===== src/hdl/mshe_pkg.sv =====
// Package for the multimode hash engine: types, codes, constants and round functions.
`timescale 1ns / 1ps
`default_nettype none
package mshe_pkg;

    // Algorithm codes
    localparam logic [2:0] ALG_SHA1   = 3'd0;
    localparam logic [2:0] ALG_SHA224 = 3'd1;
    localparam logic [2:0] ALG_SHA256 = 3'd2;
    localparam logic [2:0] ALG_SHA384 = 3'd3;
    localparam logic [2:0] ALG_SHA512 = 3'd4;

    localparam int QUEUE_DEPTH = 4;
    localparam int QUEUE_AW    = 2;

    // One message word as classified by the front end
    typedef struct packed {
        logic [31:0] data;
        logic [2:0]  count;
        logic        last;
    } t_word;

    typedef enum logic [3:0] {
        ST_IDLE,
        ST_TAKE,
        ST_PUT,
        ST_LOAD,
        ST_ROUND,
        ST_ADD,
        ST_PAD,
        ST_EMIT
    } t_state;

    // Status from back end to top
    typedef struct packed {
        logic busy;
    } t_status;

    function automatic logic [31:0] init_value(input logic [2:0] alg, input logic [3:0] i);
        logic [31:0] v;
        v = 32'h0;
        unique case (alg)
            ALG_SHA1: begin
                unique case (i)
                    4'd0: v = 32'h67452301; 4'd1: v = 32'hEFCDAB89;
                    4'd2: v = 32'h98BADCFE; 4'd3: v = 32'h10325476;
                    4'd4: v = 32'hC3D2E1F0; default: v = 32'h0;
                endcase
            end
            ALG_SHA224: begin
                unique case (i)
                    4'd0: v = 32'hC1059ED8; 4'd1: v = 32'h367CD507;
                    4'd2: v = 32'h3070DD17; 4'd3: v = 32'hF70E5939;
                    4'd4: v = 32'hFFC00B31; 4'd5: v = 32'h68581511;
                    4'd6: v = 32'h64F98FA7; 4'd7: v = 32'hBEFA4FA4;
                    default: v = 32'h0;
                endcase
            end
            ALG_SHA384: begin
                unique case (i)
                    4'd0: v = 32'hCBBB9D5D; 4'd1: v = 32'hC1059ED8;
                    4'd2: v = 32'h629A292A; 4'd3: v = 32'h367CD507;
                    4'd4: v = 32'h9159015A; 4'd5: v = 32'h3070DD17;
                    4'd6: v = 32'h152FECD8; 4'd7: v = 32'hF70E5939;
                    4'd8: v = 32'h67332667; 4'd9: v = 32'hFFC00B31;
                    4'd10: v = 32'h8EB44A87; 4'd11: v = 32'h68581511;
                    4'd12: v = 32'hDB0C2E0D; 4'd13: v = 32'h64F98FA7;
                    4'd14: v = 32'h47B5481D; default: v = 32'hBEFA4FA4;
                endcase
            end
            ALG_SHA512: begin
                unique case (i)
                    4'd0: v = 32'h6A09E667; 4'd1: v = 32'hF3BCC908;
                    4'd2: v = 32'hBB67AE85; 4'd3: v = 32'h84CAA73B;
                    4'd4: v = 32'h3C6EF372; 4'd5: v = 32'hFE94F82B;
                    4'd6: v = 32'hA54FF53A; 4'd7: v = 32'h5F1D36F1;
                    4'd8: v = 32'h510E527F; 4'd9: v = 32'hADE682D1;
                    4'd10: v = 32'h9B05688C; 4'd11: v = 32'h2B3E6C1F;
                    4'd12: v = 32'h1F83D9AB; 4'd13: v = 32'hFB41BD6B;
                    4'd14: v = 32'h5BE0CD19; default: v = 32'h137E2179;
                endcase
            end
            default: begin
                unique case (i)
                    4'd0: v = 32'h6A09E667; 4'd1: v = 32'hBB67AE85;
                    4'd2: v = 32'h3C6EF372; 4'd3: v = 32'hA54FF53A;
                    4'd4: v = 32'h510E527F; 4'd5: v = 32'h9B05688C;
                    4'd6: v = 32'h1F83D9AB; 4'd7: v = 32'h5BE0CD19;
                    default: v = 32'h0;
                endcase
            end
        endcase
        return v;
    endfunction

    function automatic logic [63:0] round_const(input logic [6:0] i);
        logic [63:0] k;
        unique case (i)
            7'd0: k = 64'h428a2f98d728ae22; 7'd1: k = 64'h7137449123ef65cd;
            7'd2: k = 64'hb5c0fbcfec4d3b2f; 7'd3: k = 64'he9b5dba58189dbbc;
            7'd4: k = 64'h3956c25bf348b538; 7'd5: k = 64'h59f111f1b605d019;
            7'd6: k = 64'h923f82a4af194f9b; 7'd7: k = 64'hab1c5ed5da6d8118;
            7'd8: k = 64'hd807aa98a3030242; 7'd9: k = 64'h12835b0145706fbe;
            7'd10: k = 64'h243185be4ee4b28c; 7'd11: k = 64'h550c7dc3d5ffb4e2;
            7'd12: k = 64'h72be5d74f27b896f; 7'd13: k = 64'h80deb1fe3b1696b1;
            7'd14: k = 64'h9bdc06a725c71235; 7'd15: k = 64'hc19bf174cf692694;
            7'd16: k = 64'he49b69c19ef14ad2; 7'd17: k = 64'hefbe4786384f25e3;
            7'd18: k = 64'h0fc19dc68b8cd5b5; 7'd19: k = 64'h240ca1cc77ac9c65;
            7'd20: k = 64'h2de92c6f592b0275; 7'd21: k = 64'h4a7484aa6ea6e483;
            7'd22: k = 64'h5cb0a9dcbd41fbd4; 7'd23: k = 64'h76f988da831153b5;
            7'd24: k = 64'h983e5152ee66dfab; 7'd25: k = 64'ha831c66d2db43210;
            7'd26: k = 64'hb00327c898fb213f; 7'd27: k = 64'hbf597fc7beef0ee4;
            7'd28: k = 64'hc6e00bf33da88fc2; 7'd29: k = 64'hd5a79147930aa725;
            7'd30: k = 64'h06ca6351e003826f; 7'd31: k = 64'h142929670a0e6e70;
            7'd32: k = 64'h27b70a8546d22ffc; 7'd33: k = 64'h2e1b21385c26c926;
            7'd34: k = 64'h4d2c6dfc5ac42aed; 7'd35: k = 64'h53380d139d95b3df;
            7'd36: k = 64'h650a73548baf63de; 7'd37: k = 64'h766a0abb3c77b2a8;
            7'd38: k = 64'h81c2c92e47edaee6; 7'd39: k = 64'h92722c851482353b;
            7'd40: k = 64'ha2bfe8a14cf10364; 7'd41: k = 64'ha81a664bbc423001;
            7'd42: k = 64'hc24b8b70d0f89791; 7'd43: k = 64'hc76c51a30654be30;
            7'd44: k = 64'hd192e819d6ef5218; 7'd45: k = 64'hd69906245565a910;
            7'd46: k = 64'hf40e35855771202a; 7'd47: k = 64'h106aa07032bbd1b8;
            7'd48: k = 64'h19a4c116b8d2d0c8; 7'd49: k = 64'h1e376c085141ab53;
            7'd50: k = 64'h2748774cdf8eeb99; 7'd51: k = 64'h34b0bcb5e19b48a8;
            7'd52: k = 64'h391c0cb3c5c95a63; 7'd53: k = 64'h4ed8aa4ae3418acb;
            7'd54: k = 64'h5b9cca4f7763e373; 7'd55: k = 64'h682e6ff3d6b2b8a3;
            7'd56: k = 64'h748f82ee5defb2fc; 7'd57: k = 64'h78a5636f43172f60;
            7'd58: k = 64'h84c87814a1f0ab72; 7'd59: k = 64'h8cc702081a6439ec;
            7'd60: k = 64'h90befffa23631e28; 7'd61: k = 64'ha4506cebde82bde9;
            7'd62: k = 64'hbef9a3f7b2c67915; 7'd63: k = 64'hc67178f2e372532b;
            7'd64: k = 64'hca273eceea26619c; 7'd65: k = 64'hd186b8c721c0c207;
            7'd66: k = 64'heada7dd6cde0eb1e; 7'd67: k = 64'hf57d4f7fee6ed178;
            7'd68: k = 64'h06f067aa72176fba; 7'd69: k = 64'h0a637dc5a2c898a6;
            7'd70: k = 64'h113f9804bef90dae; 7'd71: k = 64'h1b710b35131c471b;
            7'd72: k = 64'h28db77f523047d84; 7'd73: k = 64'h32caab7b40c72493;
            7'd74: k = 64'h3c9ebe0a15c9bebc; 7'd75: k = 64'h431d67c49c100d4c;
            7'd76: k = 64'h4cc5d4becb3e42b6; 7'd77: k = 64'h597f299cfc657e2a;
            7'd78: k = 64'h5fcb6fab3ad6faec; 7'd79: k = 64'h6c44198c4a475817;
            default: k = 64'h0;
        endcase
        return k;
    endfunction

endpackage
`default_nettype wire


===== src/hdl/mshe_front.sv =====
// Front end: accepts message words, clamps byte counts and queues them.
`timescale 1ns / 1ps
`default_nettype none
module mshe_front (
    input  wire                  i_clk,
    input  wire                  i_rst_n,
    input  wire                  i_flush,
    input  wire                  s_axis_tvalid,
    output logic                 s_axis_tready,
    input  wire  [39:0]          s_axis_tdata,
    input  wire                  s_axis_tlast,
    output logic                 o_q_valid,
    input  wire                  i_q_pop,
    output mshe_pkg::t_word      o_q_word
);
    import mshe_pkg::*;

    t_word                 r_mem [QUEUE_DEPTH];
    logic [QUEUE_AW-1:0]   r_wptr, r_rptr;
    logic [QUEUE_AW:0]     r_cnt;
    t_word                 w_in;
    logic                  w_push, w_pop;

    // Classify: clamp byte count above four
    always_comb begin
        w_in.data  = s_axis_tdata[31:0];
        w_in.count = (s_axis_tdata[34:32] > 3'd4) ? 3'd4 : s_axis_tdata[34:32];
        w_in.last  = s_axis_tlast;
    end

    assign s_axis_tready = (r_cnt != (QUEUE_AW+1)'(QUEUE_DEPTH));
    assign w_push = s_axis_tvalid && s_axis_tready;
    assign o_q_valid = (r_cnt != '0);
    assign w_pop = i_q_pop && o_q_valid;
    assign o_q_word = r_mem[r_rptr];

    // Store pushed words
    always_ff @(posedge i_clk) begin
        if (w_push) begin
            r_mem[r_wptr] <= w_in;
        end
    end

    // Advance pointers
    always_ff @(posedge i_clk) begin
        if (!i_rst_n || i_flush) begin
            r_wptr <= '0;
            r_rptr <= '0;
            r_cnt  <= '0;
        end else begin
            if (w_push) r_wptr <= r_wptr + 1'b1;
            if (w_pop)  r_rptr <= r_rptr + 1'b1;
            r_cnt <= r_cnt + (QUEUE_AW+1)'(w_push) - (QUEUE_AW+1)'(w_pop);
        end
    end
endmodule
`default_nettype wire


===== config.mk =====
export PLATFORM = sky130hd
export DESIGN_NAME = mshe_front
export DESIGN_NICKNAME = d
export VERILOG_FILES = /design/src/hdl/mshe_pkg.sv /design/src/hdl/mshe_front.sv
export SDC_FILE = /design/constraint.sdc
export NUM_CORES = 1
export LEC_CHECK = 0
export BUFFER_PORTS_ARGS = -buffer_cell sky130_fd_sc_hd__buf_2
export CORE_MARGIN = 2
export CORE_UTILIZATION = 35
export DETAILED_ROUTE_END_ITERATION = 7
export GPL_ROUTABILITY_DRIVEN = 0
export HOLD_SLACK_MARGIN = 0.05
export PLACE_DENSITY_LB_ADDON = 0.08
export SYNTH_ARGS = -nofsm -noshare
export SYNTH_HDL_FRONTEND = slang
export SYNTH_SLANG_ARGS = --single-unit

===== constraint.sdc =====
create_clock -name i_clk -period 3.7 [get_ports i_clk]
set_input_delay 0.74 -clock i_clk [delete_from_list [all_inputs] [get_ports i_clk]]
set_output_delay 0.74 -clock i_clk [all_outputs]
set_load 0.01 [all_outputs]

==> results of run 1 <==
-- critical path, cell delays in order (launching register included) --
cell and delay, ns:
dfxtp_2 0.71, buf_4 0.37, mux4_2 0.36, buf_2 0.16
-- power breakdown --
part | internal [W] | switching, W
sequential | 0.00195 | 0.0000132
combinational | 0.0000983 | 0.000115
clock | 0.00126 | 0.000654
-- layout by cell type, fill, tap and decap left out, types with 3 or more instances in the layout --
cell type and count:
and3_2 4, clkinvlp_4 3, nor2b_1 3, edfxtp_1 144, dfxtp_1 7, nand2_1 4, inv_1 4, buf_4 10
mux4_2 36, clkbuf_16 17, bufinv_16 6, ha_1 6, buf_2 78, nor2_1 5
-- state kept, by name, summed over array words and instances (netlist names), named ones only --
signal,flops
r_cnt,3
r_mem,144
r_wptr,2
r_rptr,2
-- final cells by class --
| class | count | area, um2 |
|---|---|---|
| Inverter | 4 | 15.0 |
| Clock inverter | 13 | 224 |
| Timing Repair Buffer | 88 | 465 |
| Tap cell | 216 | 270 |
| Fill cell | 1419 | 8870 |
| Multi-Input combinational cell | 73 | 1100 |
| Sequential cell | 153 | 4510 |
| Clock buffer | 19 | 433 |
-- worst max path at each step --
stage                        startpoint            to  cells after the start
after global routing           register  o_q_word[15]                      3
after floorplan                r_cnt[1]      r_cnt[2]                     11
after detailed placement       register  o_q_word[17]                      3
after global placement    s_axis_tvalid      r_cnt[2]                     10
final                          register  o_q_word[17]                      3
after CTS                      register  o_q_word[17]                      3
-- metal layers --
layer  routed length (um)  part of all wire [%]
met1                 4760                    46
met3                  554                   5.3
met5                   14                  0.13
met2                 4950                    48
met4                  121                   1.2
-- synthesized netlist by cell type (all sizes together) --
master  number  area (um2)
a211o        1        8.76
and2         2        12.5
and3         4        30.0
buf          8        50.0
clkbuf       2        8.75
dfxtp        9         180
edfxtp     144        4320
fa           1        20.0
ha           6        75.1
inv          4        15.0
mux2i        1        10.0
mux4        36         811
nand2        4        15.0
nand2b       1        6.26
nand4        1        6.26
nor2         5        18.8
nor2b        3        18.8
nor3         1        5.00
o311ai       1        8.76
o31a         1        10.0
or3          1        7.51
or3b         1        8.76
xnor2        1        8.76
xor2         2        17.5
-- stage by stage --
| stage | std cells | setup WS, ns | power [W] | hold WS, ns | cell area [um2] |
|---|---|---|---|---|---|
| final | 566 | 0.945 | 0.00409 | 0.515 | 7010 |
| after global routing | 566 | 0.828 | 0.00424 | 0.522 | 7010 |
| after CTS | 566 | 0.845 | 0.00414 | 0.518 | 7010 |
| after detailed placement | 534 | 1.30 | 0.00222 | 0.513 | 6360 |
| after global placement | 534 | 1.33 | 0.00221 | 0.504 | 6360 |
| after floorplan | 240 | 1.46 | 0.00211 | 0.471 | 5680 |
-- cell families (layout without fill, tap and decap cells) --
family,count (synthesis),after routing
buffers and inverters,14,124
adder cells (fa/ha/maj),7,7
AND/OR/NAND/NOR,23,23
XOR/XNOR,3,3
AO/OA/AOI/OAI,3,3
multiplexers,37,37
flip-flops,153,153
==> qor.yml, run 1 <==
skew_ns: 0.00705
yosys.area_share.xor_xnor_pct: 0.463
grt_usage_pct: 12.9
yosys_register_bits: 153
min_delay_path_depth: 2
core_area_um2: 15900
max_slew_margin_pct: 57.0
cp-start-kind: "register"
drt_drc_violations_left: 0
antenna_found_initial: 1
synth_compound_gate_area_share_pct: 0.485
finalCritPeriodShare_pct: 74.5
hp-class: "reg -> reg"
via_per_inst: 4.57
cts_root_buf: "clkbuf_16"
post_synth_mux_area_share_pct: 14.5
dieHeight_um: 131
synth_area_um2: 5680
rows: 46
ctsResizeCount: 0
synth_nets: 293
cts_htree_levels: 4
drt_iter0_drc: 119
crit_type: "reg -> out"
reg2reg_depth: 10
ios: 84
synth_fa_ha_area_share_pct: 1.68
routed_wl_um: 10400
syn_area_per_cell_um2: 23.7
vias: 2588
grt_pass1_vias: 2788
dp_hpwl_um: 6380
numPortBuffers: 78
syn-instance-count: 240
ys_seq_area_share_pct: 79.3
worst_slew_pin_slew_ns: 0.645
r2r_setup_slack_ns: 1.32
tns_ns: 0
cts_tree: "done"
critPathMaxFanout: 20
clkTransAtPathRegs_ns: 0.06
syn2layout_area_growth_pct: 23.5
r2r_end: "r_cnt[2]"
p_leak_nw: 2.39
worstHoldEndpoint: "r_wptr[1]"
grt_pass1_wl_um: 16200
met2_usage_pct: 19.5
cts_buffers: 17
final_util_pct: 44.1
fin_nets: 390
drive_above_1_share_pct: 45.7
powerDensity_nw_per_um2: 583
synth_top_family_by_area: "multiplexers"
start_util_pct: 35.7
antenna_left: 0
drt-wirelength-per-cell_um: 18.4
dr.pass1.iters: 4
cts_hold_buf: 0
die_x_um: 131
r2r_start: "r_cnt[1]"
clkLatencyLatePin_ns: 0.42
status: "completed"
grt.busiest_layer: "met2"
antennaDiodeCount: 0
cap_violations: 0
cp-end-kind: "output pin"
clockBufferDepth: 2
ys_warn_count: 0
worstPathRequired_ns: 2.96
cts_sinks: 153
use_met3_pct: 5.17
synth_cell_types: 28
vdd_drop_max_uv: 296
rsz0062_at_grt: "no"
hp-start: "r_wptr[1]"
grt_max_degree: 24
synth-simple-area-share_pct: 2.27
final_max_slew_viol_count: 0
met1_usage_pct: 16.8
post-cts-setup-buffers: 0
fin_crit_ns: 2.75
dieArea_um2: 17300
max_clock_freq_mhz: 363
final_hold_viol_count: 0
grt.overflow.total: 0
setup_viol: 0
cp.arrival_ns: 2.01
Note: power is estimated with default switching activity, not from simulation.
==> run 2, diff against run 1 <==
--- a/config.mk
+++ b/config.mk
@@ -5,6 +5,7 @@
 export SDC_FILE = /design/constraint.sdc
 export NUM_CORES = 1
 export LEC_CHECK = 0
+export ABC_AREA = 1
 export BUFFER_PORTS_ARGS = -buffer_cell sky130_fd_sc_hd__buf_2
 export CORE_MARGIN = 2
 export CORE_UTILIZATION = 35
==> constraint.sdc (replaced) <==
create_clock -name i_clk -period 2.4 [get_ports i_clk]
set_input_delay 0.48 -clock i_clk [delete_from_list [all_inputs] [get_ports i_clk]]
set_output_delay 0.48 -clock i_clk [all_outputs]
set_load 0.01 [all_outputs]
==> run 2 against run 1 <==
  * Die area is 3.2% higher
  * First-iteration DRC count increased by 140%
  * Critical path depth increased by 2
  * Global-route usage up 1.9 points
  * Combinational power rose by 75%
  * Clock skew fell by 0.0019 ns
  * Design area rose by 1.4%
==> qor.yml, run 2 <==
final_hold_viol_count: 0
yosys_register_bits: 153
cp-start-kind: "register"
worstPathRequired_ns: 1.92
max_slew_margin_pct: 69.8
tns_ns: 0
dpl.cell_count: 710
antenna_left: 0
hp-start: "s_axis_tdata[23]"
ys_warn_count: 0
layout_commonest_cell: "edfxtp_1"
synth_ff_type: "edfxtp_1"
cts_root_buf: "clkbuf_16"
rows: 47
grt_pass1_vias: 3496
top_regs: "r_mem: 144 flops, r_cnt: 3 flops"
dr_wl_met2_um: 6030
clock_power_share_pct: 43.1
post-cts-setup-buffers: 0
vias: 3537
drt-wirelength-per-cell_um: 16.6
synth_commonest_cells: "144 x edfxtp_1, 87 x nor2_1, 59 x o21ai_1, 36 x o22ai_1, 17 x inv_1"
grt_max_degree: 73
dr.pass1.iters: 4
crit_buf_inv: 3
slowest_delay_ns: 0.35
drt_drc_violations_left: 0
place_ws_ns: 0.418
start_util_pct: 35.6
routed.top_layer: "met4"
grt.overflow.total: 0
clkTransAtPathRegs_ns: 0.06
worstPathCellList: "inv_6 > buf_12 > nor2_1 > o22ai_1 > buf_2"
drive_above_1_share_pct: 24.3
fillers: 1572
syn2layout_area_growth_pct: 21.2
synthMostInstantiatedCell: "edfxtp_1"
max_clock_freq_mhz: 453
cts_hold_buf: 0
drt-met1-wl_um: 5410
routed_wl_um: 12400
grt_pass1_wl_um: 19400
fin_cells: 743
synthArstFlopShare_pct: 0
cap_violations: 0
hp-class: "in -> reg"
cpMaxStageDelayCell: "dfxtp_2"
powerDensity_nw_per_um2: 843
dieHeight_um: 133
cp.arrival_ns: 1.73
critPathMaxFanout: 46
synth_area_um2: 5870
synth.area.top_cells: "edfxtp_1 74%, nor2_1 5.6%, o21ai_1 5.0%"
r2r_start: "r_cnt[1]"
fin_nets: 562
ios: 84
regMostFlops: "r_mem"
final_max_slew_viol_count: 0
combPwrFrac_pct: 6.2
status: "completed"
sw_frac_of_total_pct: 20.6
via_per_inst: 4.76
p_leak_nw: 2.55
syn-instance-count: 421
antenna_found_initial: 1
skew_ns: 0.00516
synth_cell_types: 22
cts_sinks: 153
clkLatencyLatePin_ns: 0.42
yosysTopAreaCell: "edfxtp_1"
fin_crit_ns: 2.21
largest_register_ffs: 144
seqCellArea_um2: 4510
worst_slew_pin_slew_ns: 0.453
final_cell_mix: "144 x edfxtp_1, 83 x nor2_1, 78 x buf_2"
die_x_um: 133
crit_family: "buffers and inverters"
wl_met3_um: 700
synth_nets: 474
final_util_pct: 43.2
cp-end-kind: "output pin"
setup_ws_ns: 0.194
internal-power_w: 0.00476
switchingPower_w: 0.00124
dp_hpwl_um: 6970
crit_type: "reg -> out"
ctsResizeCount: 0
rsz0062_at_grt: "no"
core_area_um2: 16500
multi_input_area_um2: 1160
clockBufferDepth: 2
syn_area_per_cell_um2: 13.9
numPortBuffers: 78
finalCritPeriodShare_pct: 91.9
vdd_drop_max_uv: 493
setup_viol: 0
drt_iter0_drc: 290
ys_seq_area_share_pct: 76.8
cts_tree: "done"
synth_top_area_share_pct: 73.7
grt_usage_pct: 14.8
timing.hold.ws_ns: 0.272
synth_edf_count: 144
cts_buffers: 17
p_seq_share_pct: 50.7
cts_htree_levels: 4
dieArea_um2: 17800
-- run 2: metal layers --
layer | GRT usage [%] | vias up
met2 | 24.0 | 66
met3 | 5.59 | 16
met1 | 17.9 | 1729
met4 | 6.03 | 0
li1 | - | 1726
met5 | 0 | -
-- run 2: stage by stage --
step	total power (W)	area, um2
2_1_floorplan	0.00329	5870
3_3_place_gp	0.00347	6540
3_5_place_dp	0.00348	6540
4_1_cts	0.00607	7110
5_1_grt	0.00623	7110
6_report	0.00599	7110
-- run 2: kinds of logic (layout without fill, tap and decap cells) --
family | after synthesis | after routing | share of synthesized area, %
buffers and inverters | 42 | 143 | 4.03
flip-flops | 153 | 153 | 76.8
AND/OR/NAND/NOR | 103 | 103 | 6.78
AO/OA/AOI/OAI | 116 | 116 | 10.8
other | 0 | 1 | 0
adder cells (fa/ha/maj) | 7 | 7 | 1.62
-- run 2: area by class of cell --
type	instances	share of cell area (%)
sequential	153	63.4
inverter	19	1.11
timing repair buffer	92	7.32
antenna	1	0.0352
clock buffer	20	6.14
tap	220	3.87
multi-input combinational	226	16.3
clock inverter	12	1.85
-- run 2: worst paths after layout --
| kind | endpoint | slack [ns] | cells past startpoint |
|---|---|---|---|
| min reg2reg | r_rptr[0] | 0.49 | 2 |
| max | o_q_word[5] | 0.19 | 5 |
| max reg2reg | r_cnt[2] | 0.50 | 10 |
| min | r_mem[0][27] | 0.27 | 1 |
-- run 2: power groups by stage --
| stage | registers [W] | clock network (W) | logic (W) |
|---|---|---|---|
| 4_1_cts | 0.00304 | 0.00264 | 0.000384 |
| 3_3_place_gp | 0.00309 | 0 | 0.000377 |
| 6_report | 0.00304 | 0.00258 | 0.000373 |
| 5_1_grt | 0.00304 | 0.00277 | 0.000421 |
| 3_5_place_dp | 0.00309 | 0 | 0.000383 |
| 2_1_floorplan | 0.00309 | 0 | 0.000198 |
==> run 3, diff against run 2 <==
--- a/config.mk
+++ b/config.mk
@@ -7,6 +7,7 @@
 export LEC_CHECK = 0
 export ABC_AREA = 1
 export BUFFER_PORTS_ARGS = -buffer_cell sky130_fd_sc_hd__buf_2
+export CORE_ASPECT_RATIO = 0.6
 export CORE_MARGIN = 2
 export CORE_UTILIZATION = 35
 export DETAILED_ROUTE_END_ITERATION = 7
==> run 3 against run 2 <==
  * Register-to-register slack worse by 0.05 ns
  * Global-route usage shrank 0.32 points
  * Sequential cell count did not move
  * Cell count is 1.1% higher
  * Die area rose by 0.19%
  * Largest power group unchanged
  * Combinational power rose by 2%
  * Critical endpoint is now o_q_word[25]
  * Power up 1.5%
  * Routed wire length rose by 1.7%
  * Non-clock buffer count stayed put
  * Clock skew rose by 0.0059 ns
  * Design area grew 0.69%
  * Clock power rose by 3%
==> qor.yml, run 3 (synthesis gave the netlist of run 2 again) <==
hp-class: "in -> reg"
p_leak_nw: 2.56
cpMaxStageDelayCell: "dfxtp_4"
core_area_um2: 16300
vias: 3504
drt-wirelength-per-cell_um: 16.7
cp-end-kind: "output pin"
largest_register_ffs: 144
start_util_pct: 36.0
finalCritPeriodShare_pct: 94.9
crit_family: "buffers and inverters"
dp_hpwl_um: 7390
drt_drc_violations_left: 0
dieHeight_um: 104
cts_buffers: 17
cp.arrival_ns: 1.80
slowest_delay_ns: 0.43
final_util_pct: 43.9
ios: 84
cts_sinks: 153
top_regs: "r_mem: 144 flops, r_cnt: 3 flops"
antenna_left: 0
clockBufferDepth: 2
dr.pass1.iters: 4
cap_violations: 0
powerDensity_nw_per_um2: 850
numPortBuffers: 78
grt_pass1_wl_um: 19500
max_clock_freq_mhz: 439
drt_iter0_drc: 206
vdd_drop_max_uv: 416
rows: 36
grt_pass1_vias: 3552
dpl.cell_count: 718
regMostFlops: "r_mem"
rsz0062_at_grt: "no"
setup_viol: 0
final_cell_mix: "144 x edfxtp_1, 83 x nor2_1, 78 x buf_2"
total_power_w: 0.00608
fin_nets: 562
final_max_slew_viol_count: 0
cts_tree: "done"
cts_htree_levels: 4
die_x_um: 171
critPathMaxFanout: 36
dieArea_um2: 17800
worstPathCellList: "inv_4 > o21ai_0 > o22ai_1 > buf_2"
clkLatencyLatePin_ns: 0.41
clkTransAtPathRegs_ns: 0.07
antenna_found_initial: 2
final_hold_viol_count: 0
cts_root_buf: "clkbuf_16"
crit_type: "reg -> out"
status: "completed"
routed_wl_um: 12600
cp-start-kind: "register"
layout_commonest_cell: "edfxtp_1"
fin_cells: 751
skew_ns: 0.0110
syn2layout_area_growth_pct: 22.0
grt_usage_pct: 14.5
worst_slew_pin_slew_ns: 0.475
max_slew_margin_pct: 68.2
worstPathRequired_ns: 1.92
grt.overflow.total: 0
grt_max_degree: 73
fin_crit_ns: 2.28
via_per_inst: 4.67
crit_buf_inv: 2
drive_above_1_share_pct: 25.5
-- run 3: cell types whose count changed in the layout (fill, tap and decap cells not counted), sizes merged --
| cell | before | now |
|---|---|---|
| clkinv | 8 | 4 |
| clkinvlp | 1 | 2 |
| inv | 19 | 25 |
| clkbuf | 20 | 18 |
| bufinv | 3 | 2 |
-- run 3: final cells by class --
cell class | count | area (um2)
fill | 1515 | 9150
sequential | 153 | 4510
multi-input combinational | 226 | 1160
timing repair buffer | 92 | 533
clock buffer | 18 | 429
tap | 228 | 285
clock inverter | 14 | 163
inverter | 19 | 78.8
antenna | 1 | 2.50
-- run 3: repair_timing --
item	4_1_cts	5_1_grt
gates resized for setup	1	0
buffers inserted	0	0
hold buffers	0	0
endpoints found under the setup margin	2	0
-- run 3: power by group --
group / leakage (nW) / total [W] / internal [W] / switching [W]
Sequential: 1.40 / 0.00303 / 0.00301 / 0.0000226
Clock: 0.283 / 0.00267 / 0.00156 / 0.00111
Combinational: 0.880 / 0.000381 / 0.000136 / 0.000245
Total: 2.56 / 0.00608 / 0.00471 / 0.00137
-- run 3: worst register-to-register path, stage by stage, from the launching register on --
cell     delay [ns]
dfxtp_1        0.35
nor2_2         0.18
nand2_2        0.13
nand2_1        0.14
ha_1           0.24
inv_1          0.05
ha_1           0.13
inv_1          0.05
fa_1           0.38
o21ai_1        0.15
nor2_1         0.05
-- run 3: worst paths after layout --
path | cells after the start | from | slack [ns] | to
min reg2reg | 2 | r_rptr[0] | 0.50 | register
max | 4 | register | 0.12 | o_q_word[25]
max reg2reg | 10 | r_cnt[1] | 0.45 | r_cnt[2]
min | 1 | s_axis_tdata[30] | 0.28 | r_mem[0][34]
-- run 3: metrics by stage --
step	TNS [ns]	hold slack (ns)	setup slack [ns]	instance area, um2
after floorplan	-39.75	0.448	-0.276	5870
after global placement	0	0.468	0.425	6560
after detailed placement	0	0.476	0.437	6560
after CTS	0	0.271	0.0887	7150
after global routing	0	0.273	0.00175	7150
final	0	0.281	0.123	7160
-- run 3: metal layers --
layer	routed length, um	share of wire [%]	vias to the layer above	global-route usage (%)
met4	94	0.75	2	4.54
met3	720	5.7	11	4.49
li1	-	-	1727	-
met2	5490	44	72	21.7
met1	6260	50	1692	20.2
met5	7	0.056	-	0
